[config.mk]
export PLATFORM = sky130hd
export DESIGN_NAME = wav_header_parser
export DESIGN_NICKNAME = d
export VERILOG_FILES = /design/src/design/wavhp_pkg.sv /design/src/design/wavhp_div.sv /design/src/design/wavhp_dp.sv /design/src/design/wavhp_ctrl.sv /design/src/design/wav_header_parser.sv
export SDC_FILE = /design/constraint.sdc
export NUM_CORES = 1
export LEC_CHECK = 0
export ABC_AREA = 1
export BUFFER_PORTS_ARGS = -buffer_cell sky130_fd_sc_hd__buf_2
export CAP_MARGIN = 40
export CELL_PAD_IN_SITES_DETAIL_PLACEMENT = 1
export CELL_PAD_IN_SITES_GLOBAL_PLACEMENT = 2
export CORE_MARGIN = 1.5
export CORE_UTILIZATION = 39
export DETAILED_ROUTE_END_ITERATION = 16
export PLACE_DENSITY_LB_ADDON = 0.1
export SYNTH_ARGS = -nofsm -noshare
export SYNTH_HDL_FRONTEND = slang
export SYNTH_HIERARCHICAL = 1
export SYNTH_SLANG_ARGS = --single-unit
[constraint.sdc]
create_clock -name clk -period 13.7 [get_ports clk]
set_input_delay 1.37 -clock clk [delete_from_list [all_inputs] [get_ports clk]]
set_output_delay 1.37 -clock clk [all_outputs]
set_load 0.01 [all_outputs]
[src/design/wavhp_pkg.sv]
`timescale 1ns / 1ps

package wavhp_pkg;

  // field widths of the result
  localparam int unsigned SIZE_W  = 32;
  localparam int unsigned BITS_W  = 16;
  localparam int unsigned SSIZE_W = 13;
  localparam int unsigned COUNT_W = SIZE_W + 3;

  // bit-serial divider: one quotient bit per cycle
  localparam int unsigned DIV_STEPS = COUNT_W;
  localparam int unsigned DIV_CNT_W = $clog2(DIV_STEPS + 1);

  // chunk tags, little-endian words
  localparam logic [31:0] TAG_RIFF = 32'h4646_4952;
  localparam logic [31:0] TAG_WAVE = 32'h4556_4157;
  localparam logic [23:0] TAG_FMT3 = 24'h74_6D66;
  localparam logic [31:0] TAG_DATA = 32'h6174_6164;
  localparam logic [31:0] FMT_MAX  = 32'd16;
  localparam logic [31:0] PCM_CODE = 32'd1;

  typedef enum logic [2:0] {
    ST_OK       = 3'd0,
    ST_NO_RIFF  = 3'd1,
    ST_NO_WAVE  = 3'd2,
    ST_NO_FMT   = 3'd3,
    ST_FMT_LONG = 3'd4,
    ST_NOT_PCM  = 3'd5,
    ST_TRUNC    = 3'd6
  } wavhp_status_t;

  // parser phases, one-hot
  typedef enum logic [13:0] {
    PH_RIFF    = 14'b00000000000001,
    PH_RSIZE   = 14'b00000000000010,
    PH_WAVE    = 14'b00000000000100,
    PH_FMTID   = 14'b00000000001000,
    PH_FMTSIZE = 14'b00000000010000,
    PH_AFMT    = 14'b00000000100000,
    PH_CHAN    = 14'b00000001000000,
    PH_RATE    = 14'b00000010000000,
    PH_BRATE   = 14'b00000100000000,
    PH_ALIGN   = 14'b00001000000000,
    PH_BITS    = 14'b00010000000000,
    PH_CID     = 14'b00100000000000,
    PH_CSIZE   = 14'b01000000000000,
    PH_SKIP    = 14'b10000000000000
  } wavhp_phase_t;

  // controller to datapath
  typedef struct packed {
    logic          shift_en;
    logic [1:0]    byte_idx;
    logic          byte_en;
    logic          file_end;
    logic          cap_chan;
    logic          cap_rate;
    logic          cap_brate;
    logic          cap_align;
    logic          cap_bits;
    logic          cap_cid;
    logic          load_skip;
    logic          dec_skip;
    logic          emit_err;
    wavhp_status_t err_code;
    logic          emit_ok;
  } wavhp_cmd_t;

  // datapath to controller
  typedef struct packed {
    logic w_riff;
    logic w_wave;
    logic w_fmt3;
    logic w_gt_max;
    logic w_pcm;
    logic w_zero;
    logic chunk_data;
    logic skip_end;
    logic div_busy;
    logic div_done;
  } wavhp_stat_t;

endpackage

[src/design/wavhp_div.sv]
`timescale 1ns / 1ps

module wavhp_div (
  input  logic                         clk,
  input  logic                         rst_n,
  input  logic                         start,
  input  logic [wavhp_pkg::COUNT_W-1:0] dividend,
  input  logic [wavhp_pkg::BITS_W-1:0]  divisor,
  output logic                         busy,
  output logic                         done,
  output logic [wavhp_pkg::COUNT_W-1:0] quotient
);
  import wavhp_pkg::*;

  logic [BITS_W-1:0]    rem_r, rem_nxt;
  logic [COUNT_W-1:0]   quo_r, quo_nxt;
  logic [BITS_W-1:0]    dvs_r, dvs_nxt;
  logic                 zero_r, zero_nxt;
  logic [DIV_CNT_W-1:0] cnt_r, cnt_nxt;
  logic                 busy_r, busy_nxt;
  logic                 done_r, done_nxt;
  logic [BITS_W:0]      trial;
  logic [BITS_W:0]      diff;
  logic                 fits;

  // restoring step: shift in the next dividend bit, subtract if it fits
  always_comb begin
    trial = {rem_r, quo_r[COUNT_W-1]};
    fits  = trial >= {1'b0, dvs_r};
    diff  = trial - {1'b0, dvs_r};
  end

  always_comb begin
    rem_nxt  = rem_r;
    quo_nxt  = quo_r;
    dvs_nxt  = dvs_r;
    zero_nxt = zero_r;
    cnt_nxt  = cnt_r;
    busy_nxt = busy_r;
    done_nxt = 1'b0;
    if (start) begin
      rem_nxt  = '0;
      quo_nxt  = dividend;
      dvs_nxt  = divisor;
      zero_nxt = (divisor == '0);
      cnt_nxt  = DIV_CNT_W'(DIV_STEPS);
      busy_nxt = 1'b1;
    end else if (busy_r) begin
      rem_nxt = fits ? diff[BITS_W-1:0] : trial[BITS_W-1:0];
      quo_nxt = {quo_r[COUNT_W-2:0], fits};
      cnt_nxt = cnt_r - DIV_CNT_W'(1);
      if (cnt_r == DIV_CNT_W'(1)) begin
        busy_nxt = 1'b0;
        done_nxt = 1'b1;
      end
    end
  end

  // control state
  always_ff @(posedge clk) begin
    if (!rst_n) begin
      cnt_r  <= '0;
      busy_r <= 1'b0;
      done_r <= 1'b0;
    end else begin
      cnt_r  <= cnt_nxt;
      busy_r <= busy_nxt;
      done_r <= done_nxt;
    end
  end

  // operands and partial results
  always_ff @(posedge clk) begin
    rem_r  <= rem_nxt;
    quo_r  <= quo_nxt;
    dvs_r  <= dvs_nxt;
    zero_r <= zero_nxt;
  end

  assign busy     = busy_r;
  assign done     = done_r;
  assign quotient = zero_r ? '0 : quo_r;

endmodule

[src/design/wavhp_dp.sv]
`timescale 1ns / 1ps

module wavhp_dp (
  input  logic                          clk,
  input  logic                          rst_n,
  input  logic [7:0]                    data_byte,
  input  wavhp_pkg::wavhp_cmd_t         cmd,
  output wavhp_pkg::wavhp_stat_t        stat,
  output logic [2:0]                    o_status,
  output logic [15:0]                   o_num_channels,
  output logic [31:0]                   o_sample_rate,
  output logic [31:0]                   o_byte_rate,
  output logic [15:0]                   o_block_align,
  output logic [15:0]                   o_bits_per_sample,
  output logic [31:0]                   o_data_size,
  output logic [31:0]                   o_data_offset,
  output logic [wavhp_pkg::SSIZE_W-1:0] o_sample_size,
  output logic [wavhp_pkg::COUNT_W-1:0] o_samples_count
);
  import wavhp_pkg::*;

  logic [31:0]         shift_r;
  logic [31:0]         skip_r;
  logic [31:0]         pos_r, pos_nxt;
  logic                chunk_data_r;
  logic [15:0]         chan_r;
  logic [31:0]         rate_r;
  logic [31:0]         brate_r;
  logic [15:0]         align_r;
  logic [BITS_W-1:0]   bits_r;
  logic [31:0]         w;

  logic [2:0]          st_r;
  logic [15:0]         ochan_r;
  logic [31:0]         orate_r;
  logic [31:0]         obrate_r;
  logic [15:0]         oalign_r;
  logic [BITS_W-1:0]   obits_r;
  logic [SIZE_W-1:0]   osize_r;
  logic [31:0]         ooffs_r;
  logic [SSIZE_W-1:0]  ossize_r;
  logic [COUNT_W-1:0]  ocount_r;

  logic                div_busy;
  logic                div_done;
  logic [COUNT_W-1:0]  div_q;

  // word assembly, little-endian
  always_comb begin
    case (cmd.byte_idx)
      2'd0:    w = {24'd0, data_byte};
      2'd1:    w = shift_r | {16'd0, data_byte, 8'd0};
      2'd2:    w = shift_r | {8'd0, data_byte, 16'd0};
      2'd3:    w = shift_r | {data_byte, 24'd0};
      default: w = {24'd0, data_byte};
    endcase
  end

  // byte position, wraps at 32 bits, cleared at end of file
  always_comb begin
    pos_nxt = pos_r;
    if (cmd.byte_en) begin
      pos_nxt = cmd.file_end ? 32'd0 : pos_r + 32'd1;
    end
  end

  always_ff @(posedge clk) begin
    if (!rst_n) begin
      pos_r <= '0;
    end else begin
      pos_r <= pos_nxt;
    end
  end

  // header fields and chunk walking
  always_ff @(posedge clk) begin
    if (cmd.shift_en) shift_r <= w;
    if (cmd.cap_chan) chan_r <= w[15:0];
    if (cmd.cap_rate) rate_r <= w;
    if (cmd.cap_brate) brate_r <= w;
    if (cmd.cap_align) align_r <= w[15:0];
    if (cmd.cap_bits) bits_r <= w[BITS_W-1:0];
    if (cmd.cap_cid) chunk_data_r <= (w == TAG_DATA);
    if (cmd.load_skip) begin
      skip_r <= w;
    end else if (cmd.dec_skip) begin
      skip_r <= skip_r - 32'd1;
    end
  end

  // sample count divider
  wavhp_div u_div (
    .clk      (clk),
    .rst_n    (rst_n),
    .start    (cmd.emit_ok),
    .dividend ({w, 3'b000}),
    .divisor  (bits_r),
    .busy     (div_busy),
    .done     (div_done),
    .quotient (div_q)
  );

  // result register
  always_ff @(posedge clk) begin
    if (cmd.emit_err) begin
      st_r     <= cmd.err_code;
      ochan_r  <= '0;
      orate_r  <= '0;
      obrate_r <= '0;
      oalign_r <= '0;
      obits_r  <= '0;
      osize_r  <= '0;
      ooffs_r  <= '0;
      ossize_r <= '0;
      ocount_r <= '0;
    end else if (cmd.emit_ok) begin
      st_r     <= ST_OK;
      ochan_r  <= chan_r;
      orate_r  <= rate_r;
      obrate_r <= brate_r;
      oalign_r <= align_r;
      obits_r  <= bits_r;
      osize_r  <= w;
      ooffs_r  <= pos_r + 32'd1;
      ossize_r <= bits_r[BITS_W-1:3];
    end
    if (div_done) ocount_r <= div_q;
  end

  always_comb begin
    stat.w_riff     = (w == TAG_RIFF);
    stat.w_wave     = (w == TAG_WAVE);
    stat.w_fmt3     = (w[23:0] == TAG_FMT3);
    stat.w_gt_max   = (w > FMT_MAX);
    stat.w_pcm      = (w == PCM_CODE);
    stat.w_zero     = (w == 32'd0);
    stat.chunk_data = chunk_data_r;
    stat.skip_end   = (skip_r == 32'd1);
    stat.div_busy   = div_busy;
    stat.div_done   = div_done;
  end

  assign o_status          = st_r;
  assign o_num_channels    = ochan_r;
  assign o_sample_rate     = orate_r;
  assign o_byte_rate       = obrate_r;
  assign o_block_align     = oalign_r;
  assign o_bits_per_sample = obits_r;
  assign o_data_size       = osize_r;
  assign o_data_offset     = ooffs_r;
  assign o_sample_size     = ossize_r;
  assign o_samples_count   = ocount_r;

endmodule

[src/design/wavhp_ctrl.sv]
`timescale 1ns / 1ps

module wavhp_ctrl (
  input  logic                   clk,
  input  logic                   rst_n,
  input  logic                   in_valid,
  input  logic                   in_is_last,
  output logic                   in_stall,
  output logic                   out_valid,
  input  logic                   out_stall,
  output wavhp_pkg::wavhp_cmd_t  cmd,
  input  wavhp_pkg::wavhp_stat_t stat
);
  import wavhp_pkg::*;

  wavhp_phase_t phase_r, phase_nxt;
  logic [1:0]   k_r, k_nxt;
  logic         fin_r, fin_nxt;
  logic         ovld_r, ovld_nxt;
  logic         acc;
  logic         short_fld;
  logic         fld_done;

  // hold off while the divider runs or finishes, or while a result waits under out_stall
  assign in_stall = stat.div_busy | stat.div_done | (ovld_r & out_stall);
  assign acc      = in_valid & ~in_stall;

  always_comb begin
    short_fld = (phase_r == PH_AFMT) || (phase_r == PH_CHAN) ||
                (phase_r == PH_ALIGN) || (phase_r == PH_BITS);
    fld_done  = short_fld ? (k_r == 2'd1) : (k_r == 2'd3);
  end

  // parser sequencing
  always_comb begin
    phase_nxt = phase_r;
    k_nxt     = k_r;
    fin_nxt   = fin_r;
    cmd       = '0;
    cmd.byte_idx = k_r;
    cmd.err_code = ST_OK;
    cmd.byte_en  = acc;
    if (acc && !fin_r) begin
      if (phase_r == PH_SKIP) begin
        cmd.dec_skip = 1'b1;
        if (stat.skip_end) begin
          phase_nxt = PH_CID;
          k_nxt     = 2'd0;
        end
      end else begin
        cmd.shift_en = 1'b1;
        if (!fld_done) begin
          k_nxt = k_r + 2'd1;
        end else begin
          k_nxt = 2'd0;
          case (phase_r)
            PH_RIFF: begin
              if (!stat.w_riff) begin
                cmd.emit_err = 1'b1;
                cmd.err_code = ST_NO_RIFF;
              end else phase_nxt = PH_RSIZE;
            end
            PH_RSIZE: phase_nxt = PH_WAVE;
            PH_WAVE: begin
              if (!stat.w_wave) begin
                cmd.emit_err = 1'b1;
                cmd.err_code = ST_NO_WAVE;
              end else phase_nxt = PH_FMTID;
            end
            PH_FMTID: begin
              if (!stat.w_fmt3) begin
                cmd.emit_err = 1'b1;
                cmd.err_code = ST_NO_FMT;
              end else phase_nxt = PH_FMTSIZE;
            end
            PH_FMTSIZE: begin
              if (stat.w_gt_max) begin
                cmd.emit_err = 1'b1;
                cmd.err_code = ST_FMT_LONG;
              end else phase_nxt = PH_AFMT;
            end
            PH_AFMT: begin
              if (!stat.w_pcm) begin
                cmd.emit_err = 1'b1;
                cmd.err_code = ST_NOT_PCM;
              end else phase_nxt = PH_CHAN;
            end
            PH_CHAN: begin
              cmd.cap_chan = 1'b1;
              phase_nxt    = PH_RATE;
            end
            PH_RATE: begin
              cmd.cap_rate = 1'b1;
              phase_nxt    = PH_BRATE;
            end
            PH_BRATE: begin
              cmd.cap_brate = 1'b1;
              phase_nxt     = PH_ALIGN;
            end
            PH_ALIGN: begin
              cmd.cap_align = 1'b1;
              phase_nxt     = PH_BITS;
            end
            PH_BITS: begin
              cmd.cap_bits = 1'b1;
              phase_nxt    = PH_CID;
            end
            PH_CID: begin
              cmd.cap_cid = 1'b1;
              phase_nxt   = PH_CSIZE;
            end
            PH_CSIZE: begin
              if (stat.chunk_data) begin
                cmd.emit_ok = 1'b1;
                fin_nxt     = 1'b1;
              end else if (stat.w_zero) begin
                phase_nxt = PH_CID;
              end else begin
                cmd.load_skip = 1'b1;
                phase_nxt     = PH_SKIP;
              end
            end
            default: phase_nxt = PH_RIFF;
          endcase
          if (cmd.emit_err) fin_nxt = 1'b1;
        end
      end
    end
    // end of file: report truncation if no result was given yet, and rearm
    if (acc && in_is_last) begin
      if (!fin_nxt) begin
        cmd.emit_err = 1'b1;
        cmd.err_code = ST_TRUNC;
      end
      cmd.file_end = 1'b1;
      phase_nxt    = PH_RIFF;
      k_nxt        = 2'd0;
      fin_nxt      = 1'b0;
    end
  end

  // result valid: errors at once, success when the count is ready
  always_comb begin
    ovld_nxt = ovld_r & out_stall;
    if (cmd.emit_err || stat.div_done) ovld_nxt = 1'b1;
  end

  always_ff @(posedge clk) begin
    if (!rst_n) begin
      phase_r <= PH_RIFF;
      k_r     <= 2'd0;
      fin_r   <= 1'b0;
      ovld_r  <= 1'b0;
    end else begin
      phase_r <= phase_nxt;
      k_r     <= k_nxt;
      fin_r   <= fin_nxt;
      ovld_r  <= ovld_nxt;
    end
  end

  assign out_valid = ovld_r;

`ifndef SYNTHESIS
  // a data chunk header starts the divider
  a_ok_starts_div: assert property (@(posedge clk) disable iff (!rst_n)
    cmd.emit_ok |=> stat.div_busy)
    else $error("divider not started after data chunk header");

  // success and error are never reported in the same cycle
  a_one_emit: assert property (@(posedge clk) disable iff (!rst_n)
    !(cmd.emit_ok && cmd.emit_err))
    else $error("success and error reported together");

  // a finished count never lands on a pending result
  a_done_free: assert property (@(posedge clk) disable iff (!rst_n)
    stat.div_done |-> !ovld_r)
    else $error("division finished while a result was pending");

  // last byte rearms the parser
  a_rearm: assert property (@(posedge clk) disable iff (!rst_n)
    (acc && in_is_last) |=> (phase_r == PH_RIFF && !fin_r && k_r == 2'd0))
    else $error("parser not rearmed after last byte");
`endif

endmodule

[src/design/wav_header_parser.sv]
`timescale 1ns / 1ps

// RIFF/WAVE PCM header parser. Takes a file one byte per request and gives one
// result per file: success with the fmt fields, data chunk size and offset,
// or the first error, or truncation when is_last comes before the data chunk
// header. While parsing, a byte is taken every cycle unless the input is
// stalled. After the data chunk header the sample count comes from a
// bit-serial divider, one quotient bit a cycle; the input is stalled until it
// is done, and the success result follows; error results appear the cycle
// after their byte. A result waits in an output register; the input is also
// stalled while that register is full and out_stall is high. Bytes after a
// result are ignored until is_last, which rearms the parser.
module wav_header_parser (
  input  logic                          clk,
  input  logic                          rst_n,
  input  logic                          in_valid,
  output logic                          in_stall,
  input  logic [7:0]                    in_data_byte,
  input  logic                          in_is_last,
  output logic                          out_valid,
  input  logic                          out_stall,
  output logic [2:0]                    out_status,
  output logic [15:0]                   out_num_channels,
  output logic [31:0]                   out_sample_rate,
  output logic [31:0]                   out_byte_rate,
  output logic [15:0]                   out_block_align,
  output logic [15:0]                   out_bits_per_sample,
  output logic [31:0]                   out_data_size,
  output logic [31:0]                   out_data_offset,
  output logic [wavhp_pkg::SSIZE_W-1:0] out_sample_size,
  output logic [wavhp_pkg::COUNT_W-1:0] out_samples_count
);
  import wavhp_pkg::*;

  wavhp_cmd_t  cmd;
  wavhp_stat_t stat;

  wavhp_ctrl u_ctrl (
    .clk        (clk),
    .rst_n      (rst_n),
    .in_valid   (in_valid),
    .in_is_last (in_is_last),
    .in_stall   (in_stall),
    .out_valid  (out_valid),
    .out_stall  (out_stall),
    .cmd        (cmd),
    .stat       (stat)
  );

  wavhp_dp u_dp (
    .clk               (clk),
    .rst_n             (rst_n),
    .data_byte         (in_data_byte),
    .cmd               (cmd),
    .stat              (stat),
    .o_status          (out_status),
    .o_num_channels    (out_num_channels),
    .o_sample_rate     (out_sample_rate),
    .o_byte_rate       (out_byte_rate),
    .o_block_align     (out_block_align),
    .o_bits_per_sample (out_bits_per_sample),
    .o_data_size       (out_data_size),
    .o_data_offset     (out_data_offset),
    .o_sample_size     (out_sample_size),
    .o_samples_count   (out_samples_count)
  );

endmodule
* Word-level counts from Yosys, hierarchy flattened *
Cells that the tools add are included.

word-level totals
  register bits after elaboration = 530
  bits of input ports = 13
  output and inout port bits = 229
  word-level logic and storage cells = 171

operators by class
  $add $sub $neg = 5
  order comparisons = 2
  equal/unequal tests = 31
  muxes and demuxes = 71
  bitwise operators = 10
  reductions and logical operators = 20

operators by type and width
  operator                                                               number
  14-bit one-hot mux with 13 select lines                                1
  35-bit 2-to-1 mux                                                      5
  14-bit 2-to-1 mux                                                      10
  32-bit one-hot mux with 4 select lines                                 1
  32-bit by 31-bit == test with 1-bit output, second input constant      3
  32-bit 2-to-1 mux                                                      3
  32-bit by 1-bit == test with 1-bit output, second input constant       2
  4-bit 2-to-1 mux                                                       10
  32-bit by 1-bit adder with 32-bit output, second input constant        1
  32-bit by 5-bit > comparator with 1-bit output, second input constant  1
  32-bit logical NOT                                                     1
  32-bit by 16-bit OR with 32-bit output                                 1
  32-bit by 24-bit OR with 32-bit output                                 1
  32-bit OR                                                              1
  32-bit by 1-bit subtractor with 32-bit output, second input constant   1
  1-bit 2-to-1 mux                                                       27
  24-bit by 23-bit == test with 1-bit output, second input constant      1
  4-bit one-hot mux with 5 select lines                                  1
  17-bit by 16-bit greater-or-equal comparator with 1-bit output         1
  16-bit logical NOT                                                     1
  16-bit 2-to-1 mux                                                      1
  16-bit subtractor                                                      1
  14-bit by 1-bit == test with 1-bit output, second input constant       1
  14-bit by 10-bit == test with 1-bit output, second input constant      1
  other kinds (39)                                                       62

* Longest topological paths before layout *
Gate-level depths: netlist (run 1).

  word-level depth = 16
  depth in mapped cells = 25
  mapped depth without buffers = 23

* Hierarchy *
The synthesis (run 1) kept the hierarchy.

by module, submodules not included
  module      times used  cells an instance  area an instance (sq um)  sequential area each (sq um)
  wavhp_dp    1           1641               16495.8                   10620.2
  wavhp_div   1           584                4435.5                    2042.0
  wavhp_ctrl  1           237                1350.0                    360.3

* Worst setup path before layout (run 1) *
Ideal clock, no wire load.

  path kind = input to register
  from = in out_stall
  to = reg u_dp.brate_r[0] (enable)
  setup time = 421 ps
  data arrival time = 5293 ps
  data required time = 13279 ps
  setup slack = 7986 ps
  cell stages on the path = 7
  path buffers = 0
  cells stage by stage = a21oi_1 nand3_1 nor2_1 inv_1 nor2_1 nand2_1 nor2_1

RTL lines
  element               RTL line                 text
  from (decl)           wav_header_parser.sv:21  input logic out_stall,
  to (signal assigned)  wavhp_dp.sv:80           if (cmd.cap_brate) brate_r <= w;
  to (decl)             wavhp_dp.sv:28           logic [31:0] brate_r;

==> metrics.md, run 1 <==
| Metric | Value |
|---|---|
| Synth Register Bits | `slightly above 500` |
| End-of-flow core utilization | `a little under half` |
| Slew HR | `a little over two fifths` |
| Fmax achieved | `between 0.15 and 0.2 GHz` |
| Drt drc | `0` |
| LEAKAGE | `11.49 nW` |
| Hold depth | `2` |
| Worst r2r src | `u_ctrl/k_r[1]` |
| Post-synth EDFFs | `~270` |
| Total length of routed wires | `about 74000 microns` |
| TritonCTS Buffers | `55` |
| CORE AREA | `approximately 56000 sq um` |
| Cell Int Power | `around 2.6 mW` |
| Min-Delay Startpoint | `u_dp/o_data_offset[29]` |
| Area Growth Syn to Fin | `17.48%` |
| Setup WS post-layout | `around 8.3 ns` |
| GRT Total Usage | `~25%` |
| DPL Wire Length | `about 54000 microns` |
| Drt first pass iters | `5` |
| Max_cap viols | `0` |
| Worst reg-to-reg setup slack | `8.27 ns` |
| CTS tree | `done` |
| Tcrit/Tclk final | `about 40%` |
| Sw Ratio | `between 20% and 30%` |
| NumNets Final | `around 2700` |
| DIE HEIGHT | `242.0 microns` |
| Critical path data arrival time | `5.98 ns` |
| Share of layout cells above drive strength 1 | `around 16%` |
| Combinational power share | `4.5%` |
| Top-level port count | `between 200 and 250` |
| CP Launch Type | `register` |
| Worst hold path type | `reg2reg` |
| Dpl ws | `~8 ns` |
| Largest net degree at the start of global routing | `between 80 and 90` |
| Post-route ant nets | `0` |
| Fraction of registers with async set/reset | `0%` |
| Clk buf depth | `3` |
| Multi-input logic area | `7637 sq um` |
| NetSw | `slightly below 0.8 mW` |
| Post-CTS setup buffers | `0` |
| Worst vdd ir | `0.08805 mV` |
| Via density per instance | `just over 5` |
| Status | `finished clean` |
| Root buffer cell | `clkbuf_16` |
| Ys flop type | `edfxtp_1` |
| Cell Count, Final, Fillers Out | `3497` |
| Placed Cells | `roughly 3400` |
| Worst reg2reg path depth | `22` |
| Total Die Area | `between 50000 and 60000 sq um` |
| Hold EP | `u_dp/o_data_offset[29]` |
| Die Wd | `between 200 and 250 microns` |
| Synth cell types | `50` |
| Post-synth top area cell | `edfxtp_1` |
| Mapped cell area | `approximately 22000 sq um` |
| Final hold vios | `0` |
| Port bufs | `241` |
| Area fraction of the dominant cell type after synthesis | `35.98%` |
| Unrepaired setup endpoints after global routing | `false` |
| Slew of the pin with the lowest slew margin | `a little under 0.9 ns` |
| Initial DRC Count | `between 1000 and 1500` |
| Cells after synthesis | `2462` |
| First-pass GRT wire length | `roughly 110000 microns` |
| TritonCTS Sinks | `517` |
| Worst-skew pair later-pin latency | `between 0.6 and 0.7 ns` |
| Slew Limit Fails | `0` |
| Initial Util | `between 30% and 40%` |
| Most frequent cell after synthesis | `nand2_1` |
| CP Max Fanout | `62` |
| Setup TNS | `0 ns` |
| Synth area leaders | `edfxtp_1 36%, dfxtp_1 22%, nand2_1 11%` |
| Row cnt | `between 80 and 90` |
| Initial antenna violation count | `0` |
| Filler cells | `6665` |
| WP data required | `roughly 14 ns` |
| Synth warn | `6` |
| Crit path time final | `approximately 5.4 ns` |
| Sequential share of the synthesized area | `about three fifths` |
| Grt total ovfl | `0` |
| WL/cell | `21.19 microns` |
| Setup-failing EPs final | `0` |
| Syn_area_per_cell | `around 9.1 sq um` |
| Clock power share | `46.5%` |
| Worst R2R End | `u_dp/o_byte_rate[29]` |
| Kind of critical path | `reg2reg` |
| Setup Skew | `around 0.020 ns` |
| Reg clk slew, reported paths | `about 0.06 ns` |
| Critical Path Start | `u_ctrl/k_r[1]` |
| CP Capture Type | `register` |
| PnR Total Power | `3.366 mW` |
| H-tree depth | `2` |
| Hold_buf cts | `0` |
| Vias in the first global route | `around 18000` |
| Reg power frac | `between 40 and 50%` |
| FF+latch area | `roughly 13000 sq um` |
| Post-cts resize count | `0` |
| Power density over the cells | `128.6 nW/um^2` |
| Post-synth top cells | `647 x nand2_1, 289 x inv_1, 286 x nor2_1, 267 x edfxtp_1, 250 x dfxtp_1` |
| RD Place Congestion | `0.8637` |
| Routed via count | `roughly 18000` |
-- worst max-delay path, stage by stage, from the launching register on --
cell      delay (ns)
dfxtp_1         0.49
nor2_2          0.69
nor2_1          0.09
nor2_1          0.53
inv_1           0.34
nand4_1         0.18
nor2_1          0.06
nand2_1         0.06
nor2_1          0.04
nand3b_1        0.17
o21ai_0         0.10
inv_1           0.07
nand3_1         0.10
nand3_1         0.10
nand3_1         0.15
nand2_1         0.20
inv_1           0.10
nand2_1         0.05
buf_4           0.29
inv_4           0.47
buf_4           0.52
buf_16          0.32
a22o_1          0.18
-- cell type report --
class	count	area share, %
antenna	1	0.009560
clock inverter	29	1.238
inverter	298	4.302
multi-input combinational	1550	29.18
timing repair buffer	271	5.851
tap	756	3.614
sequential	517	49.75
clock buffer	75	6.061
-- cell families (layout without fill, tap and decap cells) --
kind of cell    Yosys count  count (layout)  share of synthesized area, %
other cells               1               4                       0.01683
xor+xnor                 29              29                         1.140
buf+inv                 397             673                         7.463
simple gates           1185            1185                         22.28
compound gates          311             311                         9.389
flops                   517             517                         58.45
fa+ha+maj                22              22                         1.269
-- per-stage QoR --
step                      hold WS (ns)  area (sq um)
after floorplan                 0.4355         22290
after global placement          0.4359         24100
after detailed placement        0.4386         24260
after CTS                       0.4550         26170
after global routing            0.4685         26170
final                           0.4500         26180
-- metal layers --
metal  GRT usage [%]  vias to the layer above  part of all wire [%]  wire length [microns]
met3           3.977                       92                   4.7                   3512
li1                -                     8536                     -                      -
met5               0                        -                     0                      0
met1           33.88                     8899                    45                  33660
met4           6.360                        0                   2.2                   1626
met2           41.68                      372                    48                  35310
-- placed cells by master, fill, tap and decap left out, drive strengths merged, types with 11 or more instances in the layout --
cell and count:
nand3 155, nor3 17, edfxtp 267, clkinv 16, inv 303, nand4 14, buf 271, o21ai 120
dfxtp 250, xnor2 16, nor2 301, xor2 13, clkbuf 75, nand3b 11, nand2 667, a22o 118
a21oi 53, ha 21
-- power by group through the flow --
stage | logic (mW) | registers, mW | clock network [mW]
finish | 0.153 | 1.65 | 1.56
floorplan | 0.0791 | 1.68 | 0
global route | 0.163 | 1.65 | 1.66
CTS | 0.151 | 1.65 | 1.60
global placement | 0.144 | 1.68 | 0
detailed placement | 0.151 | 1.68 | 0
-- how the worst max path moves through the flow --
stage	slack [ns]	to	cells after the start
floorplan	7.99	u_dp/brate_r[0]	7
global placement	7.73	u_dp/o_byte_rate[10]	20
detailed placement	7.89	u_dp/o_byte_rate[9]	23
CTS	8.32	u_dp/o_sample_rate[30]	22
global route	7.83	u_dp/o_sample_rate[2]	22
finish	8.27	u_dp/o_byte_rate[29]	22
(Power assumes the default switching activity.)
==> run 2: changes to the inputs <==
--- a/config.mk
+++ b/config.mk
@@ -11,7 +11,7 @@
 export CELL_PAD_IN_SITES_DETAIL_PLACEMENT = 1
 export CELL_PAD_IN_SITES_GLOBAL_PLACEMENT = 2
 export CORE_MARGIN = 1.5
-export CORE_UTILIZATION = 39
+export CORE_UTILIZATION = 33
 export DETAILED_ROUTE_END_ITERATION = 16
 export PLACE_DENSITY_LB_ADDON = 0.1
 export SYNTH_ARGS = -nofsm -noshare
==> constraint.sdc (replaced) <==
create_clock -name clk -period 4.4 [get_ports clk]
set_input_delay 0.44 -clock clk [delete_from_list [all_inputs] [get_ports clk]]
set_output_delay 0.44 -clock clk [all_outputs]
set_load 0.01 [all_outputs]
==> run 2 against run 1 <==
Critical path depth is 1 lower. Clock skew is 0.0024 ns lower. Hold slack worse by 0.26 ns. Setup slack worse by 8.0 ns. Die area is 18% higher. Non-clock buffer count is 18 higher. Flip-flop and latch count stayed put. Total power grew to 3.2 times the previous value. Sequential power grew to 3.1 times the previous value. Design area is 1.6% higher. Critical path type unchanged. Largest cell class unchanged.
==> metrics.md, run 2 (synthesis gave the netlist of run 1 again) <==
| Metric | Value |
|---|---|
| Vias in the first global route | `18340` |
| Crit path largest cell delay | `between 0.4 and 0.5 ns` |
| Placed Cells | `around 3500` |
| Cell Count, Final, Fillers Out | `around 3600` |
| CP Launch Type | `register` |
| Port bufs | `around 240` |
| Largest net degree at the start of global routing | `56` |
| Via density per instance | `a little under 5` |
| Clk buf depth | `3` |
| Routed via count | `roughly 18000` |
| Most common cell after layout, fill and taps aside | `nand2_1` |
| TritonCTS Buffers | `57` |
| Initial Util | `roughly a third` |
| Root buffer cell | `clkbuf_16` |
| Slowest CP cell | `nor2_1` |
| Drt first pass iters | `5` |
| DPL Wire Length | `around 56000 microns` |
| Slew of the pin with the lowest slew margin | `roughly 0.78 ns` |
| Multi-input logic area | `between 7000 and 8000 sq um` |
| Max_cap viols | `0` |
| Final hold vios | `0` |
| Initial antenna violation count | `2` |
| RD Place Congestion | `0.8947` |
| Reg clk slew, reported paths | `0.06 ns` |
| First-pass GRT wire length | `around 120000 microns` |
| Status | `finished clean` |
| Commonest cells after routing, fill and taps aside | `647 x nand2_1, 288 x inv_1, 280 x nor2_1` |
| Unrepaired setup endpoints after global routing | `false` |
| TritonCTS Sinks | `between 500 and 600` |
| Worst hold path type | `in2reg` |
| CORE AREA | `67040 sq um` |
| Critical path data arrival time | `roughly 4.7 ns` |
| Buffers plus inverters on the worst setup path | `6` |
| Post-CTS setup buffers | `0` |
| Power density over the cells | `between 400 and 500 nW/um^2` |
| Crit path top cell by count | `nor2_1` |
| Top-level port count | `roughly 240` |
| FF+latch area | `around 13000 sq um` |
| Fin area | `26590 sq um` |
| Initial DRC Count | `around 1000` |
| Filler cells | `roughly 7800` |
| Tcrit/Tclk final | `approximately 93%` |
| Post-route ant nets | `0` |
| Drt drc | `0` |
| Slew Limit Fails | `0` |
| WL/cell | `about 21 microns` |
| WP data required | `a little under 5 ns` |
| LEAKAGE | `between 10 and 15 nW` |
| CP Capture Type | `register` |
| Total Die Area | `69090 sq um` |
| Share of layout cells above drive strength 1 | `between 15 and 20%` |
| Slew HR | `just under 50%` |
| Die Wd | `between 200 and 300 microns` |
| CP top delay family | `simple AND/OR/NAND/NOR gates` |
| Area Growth Syn to Fin | `19.32%` |
| Kind of critical path | `reg2reg` |
| Worst-path cell chain | `buf_4, nor2_4, nor2_1, nor2_1, inv_1, nand4_1, nor2_1, nand2_1, nor2_1, nand3b_1, o21ai_0, inv_1, nand3_1, nand3_1, nand3_1, nand2_1, inv_1, nand2_1, inv_6, buf_12, a22o_1` |
| Worst vdd ir | `around 0.31 mV` |
| GRT Total Usage | `between 20% and 30%` |
| Crit path time final | `about 4 ns` |
| Worst-skew pair later-pin latency | `between 0.6 and 0.7 ns` |
| NumNets Final | `approximately 2700` |
| CP Max Fanout | `55` |
| H-tree depth | `2` |
| CTS tree | `done` |
| Setup-failing EPs final | `0` |
| Placed inst area | `between 20000 and 25000 sq um` |
| Grt total ovfl | `0` |
| DIE HEIGHT | `about 260 microns` |
| Fmax achieved | `around 0.24 GHz` |
| Row cnt | `95` |
| Setup Skew | `roughly 0.017 ns` |
| Total length of routed wires | `between 70000 and 80000 microns` |
-- run 2: changes by cell type in the layout (fill, tap and decap cells not counted), sizes merged --
| cell | previous run | this run |
|---|---|---|
| buf | 271 | 289 |
| bufinv | 5 | 6 |
| clkbuf | 75 | 81 |
| clkinv | 16 | 17 |
| clkinvlp | 3 | 2 |
| inv | 303 | 300 |
-- run 2: timing repair --
action                     4_1_cts  5_1_grt
cloned                           0        0
gates resized for setup          1        3
setup endpoints to repair       89      156
hold buffers                     0        0
-- run 2: final timing paths --
| kind | start | end | slack [ns] | cells after the start |
|---|---|---|---|---|
| max reg2reg | u_ctrl/k_r[1] | u_dp/o_sample_rate[11] | 0.29 | 21 |
| min reg2reg | u_dp/chan_r[10] | u_dp/o_num_channels[10] | 0.45 | 1 |
| max | u_ctrl/k_r[1] | u_dp/o_sample_rate[11] | 0.29 | 21 |
| min | rst_n | u_ctrl/out_valid | 0.19 | 3 |
-- run 2: power by group --
group	internal (mW)	switching (mW)	total, mW
Clock	3.06	2.06	5.12
Sequential	5.12	0.0206	5.14
Combinational	0.105	0.404	0.510
-- run 2: per-layer routing --
layer	vias up	track usage (%)	part of all wire, %
met5	-	0	0
met4	0	6.827	3.1
met3	113	3.326	4.1
met2	350	35.23	45
met1	8690	30.78	47
li1	8589	-	-
-- run 2: area by class of cell --
type	count	area share (%)
timing repair buffer	289	6.212
sequential	517	48.98
antenna	1	0.009412
tap	873	4.108
clock inverter	27	1.233
clock buffer	81	6.410
multi-input combinational	1550	28.80
inverter	298	4.245
-- run 2: worst reg2reg max path: cells and delay by family (launching register included) --
family | cells | cell delay, ns
buffers and inverters | 6 | 1.37
and+or+nand+nor | 13 | 2.03
DFF | 1 | 0.32
AOI/OAI and AO/OA | 2 | 0.34
-- run 2: stage by stage --
| stage | setup TNS [ns] | util (%) | setup slack (ns) | hold slack (ns) | power [mW] |
|---|---|---|---|---|---|
| global route | 0 | 39.65 | 0.004253 | 0.2023 | 11.12 |
| floorplan | -24.78 | - | -0.3842 | 0.4355 | 5.488 |
| CTS | 0 | 39.65 | 0.1583 | 0.1675 | 10.90 |
| global placement | 0 | 36.53 | 0.08369 | 0.4368 | 5.740 |
| finish | 0 | 39.66 | 0.2908 | 0.1908 | 10.77 |
| detailed placement | 0 | 36.61 | 0.01179 | 0.4382 | 5.752 |
